$ cat src/design/swr_pkg.sv
// swr_pkg: shared constants, widths and controller/datapath command types
// for the sliding window rms block; no dependencies
package swr_pkg;

    // sample and window geometry
    localparam int SAMPLE_BITS   = 16;
    localparam int WINDOW_MAX    = 1024;
    localparam int PTR_BITS      = $clog2(WINDOW_MAX);
    localparam int LEN_BITS      = PTR_BITS + 1;
    localparam int CFG_LEN_BITS  = 11;
    localparam int WINDOW_RESET  = 32;

    // arithmetic widths
    localparam int SQ_BITS       = 2 * SAMPLE_BITS;
    localparam int SUM_BITS      = 2 * SAMPLE_BITS - 1 + PTR_BITS;
    localparam int RMS_BITS      = 16;
    localparam int ROOT_TOP      = ((SUM_BITS - 1) / 2) * 2;
    localparam int ROOT_STEPS    = ROOT_TOP / 2 + 1;
    localparam int STEP_BITS     = $clog2(SUM_BITS + 1);

    // apb register map
    localparam int APB_ADDR_BITS = 3;
    localparam int APB_DATA_BITS = 32;
    localparam int REG_IDX_BITS  = APB_ADDR_BITS - 2;
    localparam logic [REG_IDX_BITS-1:0] REG_WINDOW_LENGTH = '0;

    // controller to datapath commands
    typedef struct packed {
        logic clear;
        logic accept;
        logic sq_old;
        logic sq_new;
        logic update;
        logic div_step;
        logic root_init;
        logic root_step;
        logic load_out;
    } t_dp_cmd;

    // datapath to controller status
    typedef struct packed {
        logic out_busy;
    } t_dp_status;

endpackage

$ cat src/design/swr_ctrl.sv
// swr_ctrl: sequencer for one sample: squares, sum update, divide, root, output
// depends on swr_pkg
module swr_ctrl (
    input  logic                 i_clk,
    input  logic                 i_rst_n,
    input  logic                 i_clear,
    input  logic                 i_in_valid,
    output logic                 o_in_ready,
    input  swr_pkg::t_dp_status  i_status,
    output swr_pkg::t_dp_cmd     o_cmd
);

    typedef enum logic [2:0] {
        S_IDLE,
        S_SQ_OLD,
        S_SQ_NEW,
        S_UPDATE,
        S_DIVIDE,
        S_ROOT_INIT,
        S_ROOT,
        S_DONE
    } t_state;

    t_state                          r_state, n_state;
    logic [swr_pkg::STEP_BITS-1:0]   r_count, n_count;
    logic                            w_accept;

    assign o_in_ready = (r_state == S_IDLE);
    assign w_accept   = o_in_ready && i_in_valid;

    // next state and step count
    always_comb begin
        n_state = r_state;
        n_count = r_count;
        unique case (r_state)
            S_IDLE: begin
                if (w_accept) begin
                    n_state = S_SQ_OLD;
                end
            end
            S_SQ_OLD: begin
                n_state = S_SQ_NEW;
            end
            S_SQ_NEW: begin
                n_state = S_UPDATE;
            end
            S_UPDATE: begin
                n_state = S_DIVIDE;
                n_count = '0;
            end
            S_DIVIDE: begin
                if (r_count == swr_pkg::STEP_BITS'(swr_pkg::SUM_BITS - 1)) begin
                    n_state = S_ROOT_INIT;
                end
                n_count = r_count + 1'b1;
            end
            S_ROOT_INIT: begin
                n_state = S_ROOT;
                n_count = '0;
            end
            S_ROOT: begin
                if (r_count == swr_pkg::STEP_BITS'(swr_pkg::ROOT_STEPS - 1)) begin
                    n_state = S_DONE;
                end
                n_count = r_count + 1'b1;
            end
            S_DONE: begin
                if (!i_status.out_busy) begin
                    n_state = S_IDLE;
                end
            end
            default: begin
                n_state = S_IDLE;
            end
        endcase
    end

    // command decode
    always_comb begin
        o_cmd           = '0;
        o_cmd.clear     = i_clear;
        o_cmd.accept    = w_accept;
        o_cmd.sq_old    = (r_state == S_SQ_OLD);
        o_cmd.sq_new    = (r_state == S_SQ_NEW);
        o_cmd.update    = (r_state == S_UPDATE);
        o_cmd.div_step  = (r_state == S_DIVIDE);
        o_cmd.root_init = (r_state == S_ROOT_INIT);
        o_cmd.root_step = (r_state == S_ROOT);
        o_cmd.load_out  = (r_state == S_DONE) && !i_status.out_busy;
    end

    // state register
    always_ff @(posedge i_clk) begin
        if (!i_rst_n) begin
            r_state <= S_IDLE;
            r_count <= '0;
        end else begin
            r_state <= n_state;
            r_count <= n_count;
        end
    end

endmodule

$ cat config.mk
export PLATFORM = sky130hd
export DESIGN_NAME = swr_ctrl
export DESIGN_NICKNAME = d
export VERILOG_FILES = /design/src/design/swr_pkg.sv /design/src/design/swr_ctrl.sv
export SDC_FILE = /design/constraint.sdc
export NUM_CORES = 1
export LEC_CHECK = 0
export BUFFER_PORTS_ARGS = -buffer_cell sky130_fd_sc_hd__buf_2
export CAP_MARGIN = 20
export CELL_PAD_IN_SITES_DETAIL_PLACEMENT = 0
export CELL_PAD_IN_SITES_GLOBAL_PLACEMENT = 1
export CORE_MARGIN = 4
export CORE_UTILIZATION = 39
export DETAILED_ROUTE_END_ITERATION = 10
export PLACE_DENSITY_LB_ADDON = 0.08
export SYNTH_ARGS = -nofsm -noshare
export SYNTH_HDL_FRONTEND = slang
export SYNTH_SLANG_ARGS = --single-unit
$ cat constraint.sdc
create_clock -name i_clk -period 3.65 [get_ports i_clk]
set_clock_uncertainty 0.2 [all_clocks]
set_input_delay 0.1825 -clock i_clk [delete_from_list [all_inputs] [get_ports i_clk]]
set_output_delay 0.1825 -clock i_clk [all_outputs]
set_load 0.05 [all_outputs]
# Word level (Yosys, flattened, before mapping)
# Index checks and enable logic that the tools add are counted.
# classes
n_addsub	1
n_eq_ne	13
mux	6
n_reduce_logical	8
# op_table
op	n
3-bit case mux with 8 select lines	1
3-bit equality test, second input constant	4
3-bit two-way mux	4
6-bit case mux with 2 select lines	1
6-bit by 1-bit adder with 6-bit output, second input constant	1
3-bit by 2-bit equality test with 1-bit output, second input constant	2
6-bit by 5-bit equality test with 1-bit output, second input constant	1
6-bit equality test, second input constant	1
2-bit by 1-bit != test with 1-bit output, second input constant	3
4-bit AND reduction	1
2-bit OR reduction	2
3-bit by 1-bit equality test with 1-bit output, second input constant	1
3-bit zero test	1
1-bit logical AND	2
2-bit != test, second input constant	1
2-bit nonzero test	1
1-bit zero test	1
# totals
ff_bits	9
inputBits	5
out_inout_bits	10
word_cells	30

# Depth between registers and ports, before layout
# depth
word_depth	4
ltp_mapped	5
mapped_depth_nobuf	5

# Worst setup path before layout
# No wires, ideal clock.
# synth_timing
path_type	flip-flop to output port
start	register r_state[2]
end	output port o_cmd[7] (netlist name)
arrival_time_ns	2.119
path_slack_ns	1.149
stages_incl_launch_ff	6
path_cell_list	dfxtp_1 buf_6 buf_4 nor3_1 and2_1 buf_4
# synth_between
elab_chain_cells	2
# synth_lines
element	line_no	rtl
start: declaration	swr_ctrl.sv:24	t_state r_state, n_state;
start signal: assignment	swr_ctrl.sv:98	r_state <= n_state;
3-bit zero test	swr_ctrl.sv:28	assign o_in_ready = (r_state == S_IDLE);
named net o_in_ready	swr_ctrl.sv:8	output logic o_in_ready,
1-bit logical AND	swr_ctrl.sv:29	assign w_accept = o_in_ready && i_in_valid;
end: declaration	swr_ctrl.sv:10	output swr_pkg::t_dp_cmd o_cmd
# The timed path passes the listed nets, and every way through them passes these cells.

==> flow_summary.ini <==
[clocking]
cts-buffers-inserted = 3
tritoncts = done
ctsLongestPathBuffers = 2
clock-sinks = 9
clk_pin_slew_ns = 0.07
cts_max_level = 1
clk_root_buffer_cell = sky130_fd_sc_hd__clkbuf_4
clock_latency_at_the_later_pin_of_the_worst_skew_pair_ns = 0.27

[sta]
fmax_ghz = 0.468
period_share_pct = 58.5
hold_viol_final = 0
final.setup.worst_slack_ns = 1.51
timing.slew.headroom_pct = 58.8
timing_max_transition_violations_final = 0
finalSetupTns_ns = 0
final-setup-viol-count = 0
worst_pin_slew_ns = 0.617
min_period_ns = 2.14
rsz0062_at_grt = false

[worst_setup_path]
worstReg2RegStart = r_state[2]
critPathBufInv = 2
timing.critical_path.slowest_stage_cell = sky130_fd_sc_hd__dfxtp_1
critical_path.max_stage_delay_ns = 0.66
crit_path_cell_trace = inv_1, nor3_1, buf_2
setup.worst_path.start = r_state[2]
worst_path_dominant_cell_family = flip-flops
cp_max_fo = 17
cp-start-kind = flip-flop
timing.critical_path.to_type = output pin
critical_path_arrival_ns = 1.75
worstPathRequired_ns = 3.27
worst-setup-path-type = reg -> out

[drt]
drt_pass1_iterations = 4
drt_drc_violations_left = 0
routed_via_density = 5.66
detail_route.wl_per_cell_um = 12.8
drtIter0Drc = 7
vias = 606
ant_nets = 0
drt_wl_total_mm = 1.37

[finish]
antennaDiodeCount = 0
filler_cell_count = 157
commonest_non_fill_non_tap_cell_in_the_layout = sky130_fd_sc_hd__buf_2
most-common-layout-cells = sky130_fd_sc_hd__buf_2, sky130_fd_sc_hd__dfxtp_1, sky130_fd_sc_hd__o21ai_0
final_nets = 99
area_growth_syn_to_layout_pct = 10.2
drive_above_1_share_pct = 19.8

[yosys]
synth_async_sr_flop_share_pct = 0
synth.lib_cells_used.distinct = 35
yosys_warnings = 0
synth_top_area_share_pct = 28.3
syn_nets = 88
post_synth_instance_area_um2 = 636
synth-main-ff-cell = sky130_fd_sc_hd__dfxtp_1
yosys_register_bits = 9
cell_count_after_synthesis = 81
synthDominantAreaCellType = sky130_fd_sc_hd__dfxtp_1
share_of_synthesized_area_occupied_by_flip_flops_and_latches_pct = 28.3
biggest_area_contributors_in_the_synthesized_netlist = sky130_fd_sc_hd__dfxtp_1, sky130_fd_sc_hd__nor3b_1, sky130_fd_sc_hd__o21ai_0
count_of_flip_flops_with_a_built_in_enable_after_synthesis = 0
synth_area_per_cell_um2 = 7.85

[global_routing]
grt_antenna_before_repair = 0
wire_length_of_the_first_global_routing_pass_mm = 2.36
grt_start_max_net_pins = 23
grt-ovfl-total = 0
grt_util_all_layers_pct = 12.6
grt_pass1_vias = 509

[place]
port-buffer-count = 12
gpl.final_weighted_congestion = 0.792
post_placement_setup_slack_ns = 1.79
dp_hpwl_um = 951

[run_status]
status = finished, final reports clean

[floorplanning]
floorplan.die.height_um = 48.4
floorplan.initialDensity_pct = 41.7
design.die.area_mm2 = 0.00234
fp.coreArea_mm2 = 0.00152
row_count = 14
io_pins = 15
chipWidth_um = 48.4

[power]
max-vdd-ir-drop_mv = 0.181
pwr_density_cell_mw_per_mm2 = 372
power.leakage_nw = 0.268

[worst_hold_path]
min_path_type = in -> reg
holdCritStartpoint = i_status

[flow_run]
maxCapViolCount = 0
## area by class of cell
type | count | area [um^2] | share of cell area [%]
timing repair buffer | 13 | 70.1 | 10.0
clock buffer | 4 | 26.3 | 3.75
inverter | 4 | 15.0 | 2.14
multi-input combinational | 61 | 389 | 55.5
tap | 16 | 20.0 | 2.86
sequential | 9 | 180 | 25.7
## registers in the layout, indices dropped and copies added (netlist names)
name	count
r_state	3
r_count	6
## worst paths after layout
check	endpoint	slack [ns]	depth (start not counted)
max	o_cmd[0]	1.51	3
min	r_state[1]	0.02	3
max reg2reg	r_count[4]	2.05	3
min reg2reg	r_count[5]	0.34	2
## stage by stage
stage	cells	cell area (um^2)	total power [mW]	util [%]	hold slack, ns
floorplan	81	636	0.175	-	0.114
global placement	102	664	0.183	43.6	0.166
detailed placement	102	664	0.182	43.6	0.166
CTS	107	701	0.266	46.0	0.0212
global route	107	701	0.277	46.0	0.0438
finish	107	701	0.261	46.0	0.0217
## power by group
part | internal (mW) | leakage [nW] | switching [mW] | total (mW)
Combinational | 0.0194 | 0.180 | 0.0426 | 0.0620
Clock | 0.0423 | 0.0150 | 0.0378 | 0.0800
Sequential | 0.103 | 0.0731 | 0.0159 | 0.119
## cells by family (layout without fill, tap and decap cells)
group	after synthesis	in the layout	share of synthesized area, %
buffers and inverters	11	21	10.4
multiplexers	1	1	1.57
XOR/XNOR	1	1	1.38
AND/OR/NAND/NOR	36	36	34.1
adder cells (fa/ha/maj)	2	2	3.94
AO/OA/AOI/OAI	21	21	20.3
flip-flops	9	9	28.3
## synthesized netlist by cell type, types with 2 or more instances
cell type	instances
sky130_fd_sc_hd__a31oi_1	2
sky130_fd_sc_hd__a21oi_1	5
sky130_fd_sc_hd__and2_1	2
sky130_fd_sc_hd__dfxtp_1	9
sky130_fd_sc_hd__o21ai_0	7
sky130_fd_sc_hd__nor3b_1	5
sky130_fd_sc_hd__nand3b_1	2
sky130_fd_sc_hd__nand3_1	4
sky130_fd_sc_hd__inv_1	4
sky130_fd_sc_hd__buf_4	4
sky130_fd_sc_hd__buf_2	2
sky130_fd_sc_hd__nand2_1	4
sky130_fd_sc_hd__nor3_1	3
sky130_fd_sc_hd__ha_1	2
sky130_fd_sc_hd__nor2_1	6
## worst reg2reg max path, stage by stage (launching register included)
cell and delay (ns):
sky130_fd_sc_hd__dfxtp_1 0.66, sky130_fd_sc_hd__nand4_1 0.19, sky130_fd_sc_hd__or3_1 0.33, sky130_fd_sc_hd__a31oi_1 0.15
## routing by layer
metal | wire, um | share of wire (%) | track usage, %
met1 | 701 | 51 | 17.3
met2 | 565 | 41 | 16.7
met3 | 94 | 6.8 | 6.13
met4 | 11 | 0.80 | 4.15
met5 | 0 | 0 | 0
## what timing repair did
| action | 4_1_cts | 5_1_grt |
|---|---|---|
| endpoints found under the hold margin | 2 | 0 |
| gates resized for setup | 0 | 0 |
| setup buffers | 0 | 0 |
| hold buffers | 1 | 0 |
Note: power is estimated with default switching activity, not from simulation.
